**src/design/dh_link_transform_core_macros.svh**
```systemverilog
// Assertion macros shared by the link transform design.
// Each macro expects clk and arst_n to be visible where it is used.
`ifndef DH_LINK_TRANSFORM_CORE_MACROS_SVH
`define DH_LINK_TRANSFORM_CORE_MACROS_SVH

`ifndef SYNTHESIS

// A condition that must hold on every clock edge outside reset.
`define DHLT_ASSERT_HOLD(label, cond) \
	label: assert property (@(posedge clk) disable iff (!arst_n) (cond)) \
		else $error("dhlt: invariant violated");

// A consequence that must hold in the same cycle as its cause.
`define DHLT_ASSERT_NOW(label, ante, cons) \
	label: assert property (@(posedge clk) disable iff (!arst_n) (ante) |-> (cons)) \
		else $error("dhlt: same-cycle implication violated");

// A consequence that must hold in the cycle after its cause.
`define DHLT_ASSERT_NEXT(label, ante, cons) \
	label: assert property (@(posedge clk) disable iff (!arst_n) (ante) |=> (cons)) \
		else $error("dhlt: next-cycle implication violated");

`else

`define DHLT_ASSERT_HOLD(label, cond)
`define DHLT_ASSERT_NOW(label, ante, cons)
`define DHLT_ASSERT_NEXT(label, ante, cons)

`endif

`endif

```
**src/design/dhlt_pkg.sv**
```systemverilog
`timescale 1ns / 1ps

package dhlt_pkg;

	// Default field widths.
	localparam int ANGLE_BITS_DEF  = 16;
	localparam int LENGTH_BITS_DEF = 32;

	// Trig values are signed Q1.15.
	localparam int TRIG_BITS = 16;

	// Internal sine arithmetic works on unsigned Q30 words with one guard bit.
	localparam int Q30_BITS = 31;

	// Configuration register indexes.
	localparam int CFG_INDEX_BITS = 2;

	typedef enum logic [CFG_INDEX_BITS-1:0] {
		CFG_BASE_THETA    = 2'd0,
		CFG_BASE_ALPHA    = 2'd1,
		CFG_BASE_LENGTH_A = 2'd2,
		CFG_BASE_OFFSET_D = 2'd3
	} cfg_reg_t;

	// Odd Taylor series of sin(t*pi/2) in Q30, evaluated by Horner on t*t.
	// The highest coefficient starts the chain; each cell folds in one more.
	localparam int HORNER_STEPS = 4;
	localparam logic [Q30_BITS-1:0] HORNER_START = 31'd172272;
	localparam logic [Q30_BITS-1:0] HORNER_COEF [HORNER_STEPS] = '{
		31'd5026995,
		31'd85569306,
		31'd693598668,
		31'd1686629713
	};

	// One sine evaluation as it travels along the chain of cells.
	typedef struct packed {
		logic [1:0]          quad;
		logic [Q30_BITS-1:0] t;
		logic [Q30_BITS-1:0] s;
		logic [Q30_BITS-1:0] p;
	} sin_lane_t;

	// Q30 product, rounded half up. Operands stay in the range where the
	// rounded result fits the word.
	function automatic logic [Q30_BITS-1:0] mul30(input logic [Q30_BITS-1:0] a,
		input logic [Q30_BITS-1:0] b);
		logic [2*Q30_BITS-1:0] prod;
		prod = (2*Q30_BITS)'(a) * (2*Q30_BITS)'(b) + ((2*Q30_BITS)'(1) << 29);
		return prod[Q30_BITS+29:30];
	endfunction

endpackage

```
**src/design/dhlt_horner_cell.sv**
```systemverilog
`timescale 1ns / 1ps

// One Horner step of the sine series: p <- c - p*s, everything else
// handed on to the next cell unchanged.
module dhlt_horner_cell #(
	parameter int STEP = 0
) (
	input  logic                clk,
	input  logic                en,
	input  dhlt_pkg::sin_lane_t lane_in,
	output dhlt_pkg::sin_lane_t lane_out
);

	localparam logic [dhlt_pkg::Q30_BITS-1:0] COEF = dhlt_pkg::HORNER_COEF[STEP];

	dhlt_pkg::sin_lane_t lane_q;

	always_ff @(posedge clk) begin
		if (en) begin
			lane_q.quad <= lane_in.quad;
			lane_q.t    <= lane_in.t;
			lane_q.s    <= lane_in.s;
			lane_q.p    <= COEF - dhlt_pkg::mul30(lane_in.p, lane_in.s);
		end
	end

	assign lane_out = lane_q;

endmodule

```
**config.mk**
```make
export PLATFORM = sky130hd
export DESIGN_NAME = dhlt_horner_cell
export DESIGN_NICKNAME = d
export VERILOG_FILES = /design/src/design/dh_link_transform_core_macros.svh /design/src/design/dhlt_pkg.sv /design/src/design/dhlt_horner_cell.sv
export SDC_FILE = /design/constraint.sdc
export NUM_CORES = 2
export LEC_CHECK = 0
export ABC_AREA = 1
export BUFFER_PORTS_ARGS = -buffer_cell sky130_fd_sc_hd__buf_2
export CORE_MARGIN = 4
export CORE_UTILIZATION = 55
export DETAILED_ROUTE_END_ITERATION = 6
export GPL_TIMING_DRIVEN = 0
export PLACE_DENSITY = 0.73
export RECOVER_POWER = 25
export SLEW_MARGIN = 20
export SYNTH_ARGS = -nofsm -noshare
export SYNTH_HDL_FRONTEND = slang
export SYNTH_SLANG_ARGS = --single-unit
export TNS_END_PERCENT = 100
```
**constraint.sdc**
```tcl
create_clock -name clk -period 11.9 [get_ports clk]
set_input_delay 0 -clock clk [delete_from_list [all_inputs] [get_ports clk]]
set_output_delay 0 -clock clk [all_outputs]
set_load 0.05 [all_outputs]
```
==> summary.txt <==
final-stage net count - 6467
Via Count - 32800
Warnings, synthesis - 0
setup fix buffers added after clock tree synthesis - 0
pre-CTS worst setup slack - 3.14 ns
Syn Area/Cell - 7.61 um2
Post-synth ARST share - 0%
vias in the first global route - 33800
M1 GR Usage - 47.2%
max_cap viols - 1
Layout fillers - 6327
row count - 96
Setup Total Neg Slack - 0 ns
busiest grt layer - met2
HP Start - lane_in[73]
Commonest cells post-synth - 1659 x inv_1, 1495 x nand2_1, 837 x fa_1
initial antenna violation count - 2
Layout area overhead - 8.16%
core area - 0.0686 mm2
count leader, synth - inv_1
worst hold margin - 0.307 ns
post-synthesis net count - 6198
post-route setup slack - 2.92 ns
largest net degree at the start of global routing - 73
clock net sink count - 95
Synth area leaders - fa_1 44%, inv_1 16%, nand2_1 15%
Yosys cell types - 40
status - finished, violations left
period utilisation layout - 75.5%
share of layout cells above drive strength 1 - 4.77%
clk buf depth - 2
Synth Flop Type - edfxtp_1
FMAX - 111 MHz
H-Tree Depth - 3
area share of the largest cell type after synthesis - 44.1%
CTS tree - yes
Hold-fix buffers, CTS - 65
slowest cell on the critical path - buf_1
Global Route Usage Sum - 37.6%
measured slew at the worst slew-check pin - 1.85 ns
post-synthesis sequential area ratio - 7.51%
global-route wire length before repair - 203000 um
unrepaired setup endpoints after global routing - false
Final GP Congestion - 1.06
cells after synthesis - 4991
min-delay worst type - in2reg
max-slew violation count - 24
clk root buf - clkbuf_16
HPWL Detailed - 112000 um
met3 Track Usage GR - 9.70%
grt total ovfl - 0
io pins - 192
Setup Viol. Count Final - 0
Critical Path Start Type - input pin
CP arrival - 9.15 ns
WP data required - 12.07 ns
CTS clk-pin slew, worst paths - 0.10 ns
post-synth top area cell - fa_1
final period demand of the worst path - 8.98 ns
post_cts resized - 0
Antenna Nets Post-Route - 0
WL per Instance - 21.8 um
initial cell density of the core - 55.4%
die area - 0.0734 mm2
placed instance area - 0.0402 mm2
Post-synth EDFFs - 95
Critical Path Sink Type - register
Port Buffers - 191
Crit Path Category - in2reg
met2 GRT Util - 57.4%
timing startpoint of the critical path - lane_in[32]
max_slew headroom - -23.0%
DRC violations left - 0
number of synthesized register bits - 95
final instance area - 0.0411 mm2
Detailed Routing Iterations Pass 1 - 6
max FFs per register - 95
CP max stage delay - 0.64 ns
total CTS buffers - 9
endpoints failing hold - 0
vias per cell - 5.29
DR iter-0 viols - 3505
Die Width - 271 um
failing checks - max-capacitance violations, max-slew violations
Die Height - 271 um
Post-Route WL - 135000 um
mapped cell area - 0.0380 mm2
Critical Path Fanout Max - 10
==> area by class of cell <==
class                   count  area [um2]  area share, %
clock buffers               9         225          0.548
repair buffers            258        1610           3.91
inverters                1671        6270           15.3
diodes                      5        12.5         0.0304
well taps                 931        1160           2.83
clock inverters             7        86.3          0.210
plain buffers             186         702           1.71
flip-flops and latches     95        2850           6.94
multi-input cells        3039       28200           68.6
==> kinds of logic (layout without fill, tap and decap cells) <==
kind of cell,after synthesis,in the layout,share of synthesized area (%)
flip-flops,95,95,7.51
AO/OA/AOI/OAI,102,102,1.51
adder cells (fa/ha/maj),1110,1110,53.1
buffers and inverters,1857,2131,18.3
other,0,5,0
AND/OR/NAND/NOR,1802,1802,19.0
XOR/XNOR,25,25,0.576
==> cells in the final DEF (no fill, tap or decap), types with 15 or more instances in the layout <==
cell type	netlist	final
inv_1	1659	1659
nand2_1	1495	1495
fa_1	837	837
ha_1	273	273
clkbuf_1	184	214
buf_2	0	158
nor2_1	120	120
edfxtp_1	95	95
nand3_1	83	83
dlygate4sd3_1	0	65
a21oi_1	59	59
nand2_2	25	25
xor2_1	19	19
nor2_2	16	16
o21ai_0	15	15
==> worst max-delay path, delay by kind of cell <==
| kind | cells | cell delay [ns] |
|---|---|---|
| adder cells (fa/ha/maj) | 9 | 3.97 |
| buffers and inverters | 12 | 2.73 |
| AND/OR/NAND/NOR | 12 | 1.46 |
| AO/OA/AOI/OAI | 3 | 0.96 |
==> metal layers <==
metal | part of all wire [%] | vias to the layer above
met5 | 0.0052 | -
met4 | 8.7 | 2
met3 | 12 | 472
met2 | 43 | 1949
met1 | 36 | 16000
li1 | - | 14300
==> final timing paths <==
| path | cells after the start | endpoint |
|---|---|---|
| setup / recovery | 36 | lane_out[27]$_DFFE_PP_ |
| hold / removal | 2 | lane_out[73]$_DFFE_PP_ |
==> stage by stage <==
stage               utilization (%)  cells
floorplan                         -   4991
global placement               58.5   6113
detailed placement             58.6   6115
CTS                            60.0   6196
global route                   59.9   6196
finish                         59.9   6201
Power is left out: the tool's default activity adds up to more than one toggle a clock period on the data nets, which glitch-free logic cannot reach.
