### config.mk
export PLATFORM = sky130hd
export DESIGN_NAME = dhlt_finish_cell
export DESIGN_NICKNAME = d
export VERILOG_FILES = /design/src/design/dh_link_transform_core_macros.svh /design/src/design/dhlt_pkg.sv /design/src/design/dhlt_finish_cell.sv
export SDC_FILE = /design/constraint.sdc
export NUM_CORES = 2
export LEC_CHECK = 0
export BUFFER_PORTS_ARGS = -buffer_cell sky130_fd_sc_hd__clkbuf_2
export CAP_MARGIN = 0
export CORE_ASPECT_RATIO = 0.5
export CORE_MARGIN = 2
export CORE_UTILIZATION = 45
export DETAILED_ROUTE_END_ITERATION = 8
export GPL_TIMING_DRIVEN = 0
export HOLD_SLACK_MARGIN = 0.1
export PLACE_DENSITY = 0.66
export SKIP_LAST_GASP = 1
export SLEW_MARGIN = 20
export SYNTH_ARGS = -nofsm -noshare
export SYNTH_HDL_FRONTEND = slang
export SYNTH_SLANG_ARGS = --single-unit
### constraint.sdc
create_clock -name clk -period 10.2 [get_ports clk]
set_input_delay 0.51 -clock clk [delete_from_list [all_inputs] [get_ports clk]]
set_output_delay 0.51 -clock clk [all_outputs]
set_load 0.005 [all_outputs]
### src/design/dh_link_transform_core_macros.svh
// Assertion macros shared by the link transform design.
// Each macro expects clk and arst_n to be visible where it is used.
`ifndef DH_LINK_TRANSFORM_CORE_MACROS_SVH
`define DH_LINK_TRANSFORM_CORE_MACROS_SVH

`ifndef SYNTHESIS

// A condition that must hold on every clock edge outside reset.
`define DHLT_ASSERT_HOLD(label, cond) \
	label: assert property (@(posedge clk) disable iff (!arst_n) (cond)) \
		else $error("dhlt: invariant violated");

// A consequence that must hold in the same cycle as its cause.
`define DHLT_ASSERT_NOW(label, ante, cons) \
	label: assert property (@(posedge clk) disable iff (!arst_n) (ante) |-> (cons)) \
		else $error("dhlt: same-cycle implication violated");

// A consequence that must hold in the cycle after its cause.
`define DHLT_ASSERT_NEXT(label, ante, cons) \
	label: assert property (@(posedge clk) disable iff (!arst_n) (ante) |=> (cons)) \
		else $error("dhlt: next-cycle implication violated");

`else

`define DHLT_ASSERT_HOLD(label, cond)
`define DHLT_ASSERT_NOW(label, ante, cons)
`define DHLT_ASSERT_NEXT(label, ante, cons)

`endif

`endif

### src/design/dhlt_pkg.sv
`timescale 1ns / 1ps

package dhlt_pkg;

	// Default field widths.
	localparam int ANGLE_BITS_DEF  = 16;
	localparam int LENGTH_BITS_DEF = 32;

	// Trig values are signed Q1.15.
	localparam int TRIG_BITS = 16;

	// Internal sine arithmetic works on unsigned Q30 words with one guard bit.
	localparam int Q30_BITS = 31;

	// Configuration register indexes.
	localparam int CFG_INDEX_BITS = 2;

	typedef enum logic [CFG_INDEX_BITS-1:0] {
		CFG_BASE_THETA    = 2'd0,
		CFG_BASE_ALPHA    = 2'd1,
		CFG_BASE_LENGTH_A = 2'd2,
		CFG_BASE_OFFSET_D = 2'd3
	} cfg_reg_t;

	// Odd Taylor series of sin(t*pi/2) in Q30, evaluated by Horner on t*t.
	// The highest coefficient starts the chain; each cell folds in one more.
	localparam int HORNER_STEPS = 4;
	localparam logic [Q30_BITS-1:0] HORNER_START = 31'd172272;
	localparam logic [Q30_BITS-1:0] HORNER_COEF [HORNER_STEPS] = '{
		31'd5026995,
		31'd85569306,
		31'd693598668,
		31'd1686629713
	};

	// One sine evaluation as it travels along the chain of cells.
	typedef struct packed {
		logic [1:0]          quad;
		logic [Q30_BITS-1:0] t;
		logic [Q30_BITS-1:0] s;
		logic [Q30_BITS-1:0] p;
	} sin_lane_t;

	// Q30 product, rounded half up. Operands stay in the range where the
	// rounded result fits the word.
	function automatic logic [Q30_BITS-1:0] mul30(input logic [Q30_BITS-1:0] a,
		input logic [Q30_BITS-1:0] b);
		logic [2*Q30_BITS-1:0] prod;
		prod = (2*Q30_BITS)'(a) * (2*Q30_BITS)'(b) + ((2*Q30_BITS)'(1) << 29);
		return prod[Q30_BITS+29:30];
	endfunction

endpackage

### src/design/dhlt_finish_cell.sv
`timescale 1ns / 1ps

// Last two cells of a sine lane: multiply the series by t, then round
// to Q1.15, saturate at +1 and apply the sign of the half turn.
module dhlt_finish_cell (
	input  logic                                 clk,
	input  logic                                 en_mul,
	input  logic                                 en_rnd,
	input  dhlt_pkg::sin_lane_t                  lane,
	output logic signed [dhlt_pkg::TRIG_BITS-1:0] trig
);

	localparam logic [16:0] TRIG_MAX = 17'd32767;

	logic [dhlt_pkg::Q30_BITS-1:0]         v_s1;
	logic [1:0]                            quad_s1;
	logic [31:0]                           v_rnd;
	logic [16:0]                           mag;
	logic [dhlt_pkg::TRIG_BITS-1:0]        mag_sat;
	logic signed [dhlt_pkg::TRIG_BITS-1:0] trig_s2;

	// Series times t, still Q30.
	always_ff @(posedge clk) begin
		if (en_mul) begin
			v_s1    <= dhlt_pkg::mul30(lane.p, lane.t);
			quad_s1 <= lane.quad;
		end
	end

	// Round half up to Q15 and clamp at 32767.
	assign v_rnd   = 32'(v_s1) + 32'd16384;
	assign mag     = v_rnd[31:15];
	assign mag_sat = (mag > TRIG_MAX) ? TRIG_MAX[15:0] : mag[15:0];

	always_ff @(posedge clk) begin
		if (en_rnd) begin
			trig_s2 <= quad_s1[1] ? -$signed(mag_sat) : $signed(mag_sat);
		end
	end

	assign trig = trig_s2;

endmodule

==> metrics.md <==
| Metric | Value |
|---|---|
| Syn-to-layout area delta | `5.43%` |
| Most frequent cells in the layout | `inv_1, fa_1, and2_1` |
| Final Hold Vio Count | `0` |
| Required @ worst endpoint | `10200 ps` |
| CP max FO | `12` |
| Reg clk slew, reported paths | `60 ps` |
| First-pass GRT wire length | `171 mm` |
| Total Routing Usage GR | `31.5%` |
| Top FF cell, synth | `edfxtp_1` |
| Synth async-reset ratio | `0%` |
| Iter 0 DRT Violations | `2400` |
| Sink Count | `34` |
| Flip-flop and latch count after synthesis | `34` |
| Post-CTS Repair Setup Buffers | `0` |
| RSZ-0062 raised after global routing | `no` |
| PortBufs | `81` |
| Initial antenna violation count | `17` |
| Die extent in y | `195 um` |
| # IOs | `114` |
| Most common cell after layout, fill and taps aside | `inv_1` |
| Post-Layout Cell Count | `4683` |
| Largest net degree at the start of global routing | `19` |
| Outcome | `complete, no violations` |
| Max cap viols | `0` |
| Min Clock Period, post-route | `9710 ps` |
| Clock Path Buffers | `2` |
| Kind of critical path | `input pin to flip-flop` |
| H-tree depth | `2` |
| Post-DP HPWL | `96.1 mm` |
| Rows | `69` |
| Vias in the first global route | `27406` |
| DP Cell Count | `4668` |
| Area of the die | `75200 um2` |
| Slew HR | `15.2%` |
| Hold-fix buffers, CTS | `0` |
| Mapped Nets | `4837` |
| Clock Latency Late Sink | `280 ps` |
| CTS tree | `yes` |
| Setup TNS | `0 ps` |
| Cells after Synth | `3628` |
| GPL Wtd Cong | `1.03` |
| Drt total wl | `115 mm` |
| Synthesized area | `32800 um2` |
| Routed Antenna Nets | `0` |
| Least-Margin Pin Slew | `1270 ps` |
| Yosys warns | `0` |
| Layout Skew | `1.77 ps` |
| Post_cts resized | `0` |
| DR WL/cell | `24.6 um` |
| Layout cell share with drive strength beyond 1 | `2.77%` |
| Period utilization | `95.2%` |
| Total gr overflow | `0` |
| # fillers | `6863` |
| HP Class | `input pin to flip-flop` |
| Drt first pass iters | `7` |
| Initial Util | `45.8%` |
| Max-slew violations | `0` |
| CP arrival | `9700 ps` |
| Clock root cell | `clkbuf_16` |
| Critical Path Source Type | `input pin` |
| Endpoints failing setup | `0` |
| Core Footprint | `71600 um2` |
| # DRC | `0` |
| Unique masters post-synth | `58` |
| Die Wd | `386 um` |
| Via/cell ratio | `5.45` |
| Cts bufs inserted | `5` |
| CP Capture Type | `flip-flop` |
| Sequential area share after synthesis | `3.11%` |
| Syn_area_per_cell | `9.04 um2` |
| EDFF count, synth | `34` |
| Nets | `4926` |
| Fmax | `103 MHz` |
| Vias | `25533` |
-- worst max-delay path: stages --
cell       delay [ps]
clkbuf_2          150
clkbuf_1          900
and2_1            270
fa_1              430
fa_1              560
inv_1              60
fa_1              580
fa_1              510
fa_1              570
inv_1              50
fa_1              450
fa_1              500
inv_1              60
fa_1              470
inv_1              40
ha_1              330
a21oi_1           140
o21ai_1           210
a311oi_1          830
o2111ai_1         550
o31ai_1           780
a21oi_1           250
nor4b_1           360
a311oi_1          100
-- cell usage after synthesis (all sizes together), types with 4 or more instances --
cell type	instances	area, um2
nand3	23	115
nand4	17	113
and2	557	3480
nand2b	6	37.5
nor3	17	85.1
and3	5	31.3
a31oi	6	37.5
o211ai	4	30.0
inv	961	3610
nand2	444	1670
edfxtp	34	1020
o2111ai	4	35.0
a21oi	43	215
xor2	7	61.3
buf	4	20.0
fa	837	16800
clkbuf	193	724
xnor2	32	280
a211o	4	35.0
o21ai	24	120
nor2	41	154
o31ai	7	52.6
ha	274	3430
a211oi	5	37.5
a21o	31	233
-- path summary, 6_finish.rpt --
check,startpoint,end,slack (ps),cells after the start
max,lane[69],v_s1[25]$_DFFE_PP_,490,24
min,lane[94],quad_s1[1]$_DFFE_PP_,410,1
max reg2reg,v_s1[23]$_DFFE_PP_,trig[10]$_DFFE_PP_,6140,15
min reg2reg,v_s1[15]$_DFFE_PP_,trig[0]$_DFFE_PP_,730,2
-- registers in the layout, indices dropped and copies added, names as in the netlist --
register,count
quad_s1,1
v_s1,17
trig,16
-- metrics by stage --
stage	hold WS (ps)	cell area (um2)	setup slack, ps	util, %
6_report	408	34600	494	48.3
2_1_floorplan	609	32800	2720	-
3_5_place_dp	693	34400	461	48.1
3_3_place_gp	688	34400	-2040	48.1
4_1_cts	406	34600	719	48.3
5_1_grt	415	34600	295	48.3
-- logic make-up (layout without fill, tap and decap cells) --
kind of cell               count (synthesis)  in the layout  share of synthesized area (%)
buffers and inverters                   1158           1248                           13.3
and+or+nand+nor                         1127           1127                           17.8
adders and majority gates               1111           1111                           61.5
AOI/OAI and AO/OA                        156            156                           3.19
xor gates and xnor gates                  39             39                           1.04
DFF                                       34             34                           3.11
muxes                                      3              3                         0.0992
other                                      0              7                              0
-- per-layer routing --
metal	vias up	part of all wire (%)	GRT usage (%)
met5	-	0.024	0
li1	10588	-	-
met4	4	6.6	16.5
met3	410	11	8.38
met1	13083	38	40.6
met2	1448	44	48.5
-- cell type report --
cell class	instances	area, um2	area share [%]
plain buffers	197	744	2.15
repair buffers	82	413	1.19
flip-flops and latches	34	1020	2.95
multi-input cells	2436	27400	79.3
inverters	961	3610	10.4
clock buffers	5	125	0.362
diodes	7	17.5	0.0506
well taps	958	1200	3.47
clock inverters	3	21.3	0.0615
Power is not shown: default switching activity piles up to over one toggle a cycle in this logic, so the estimate is an artifact.
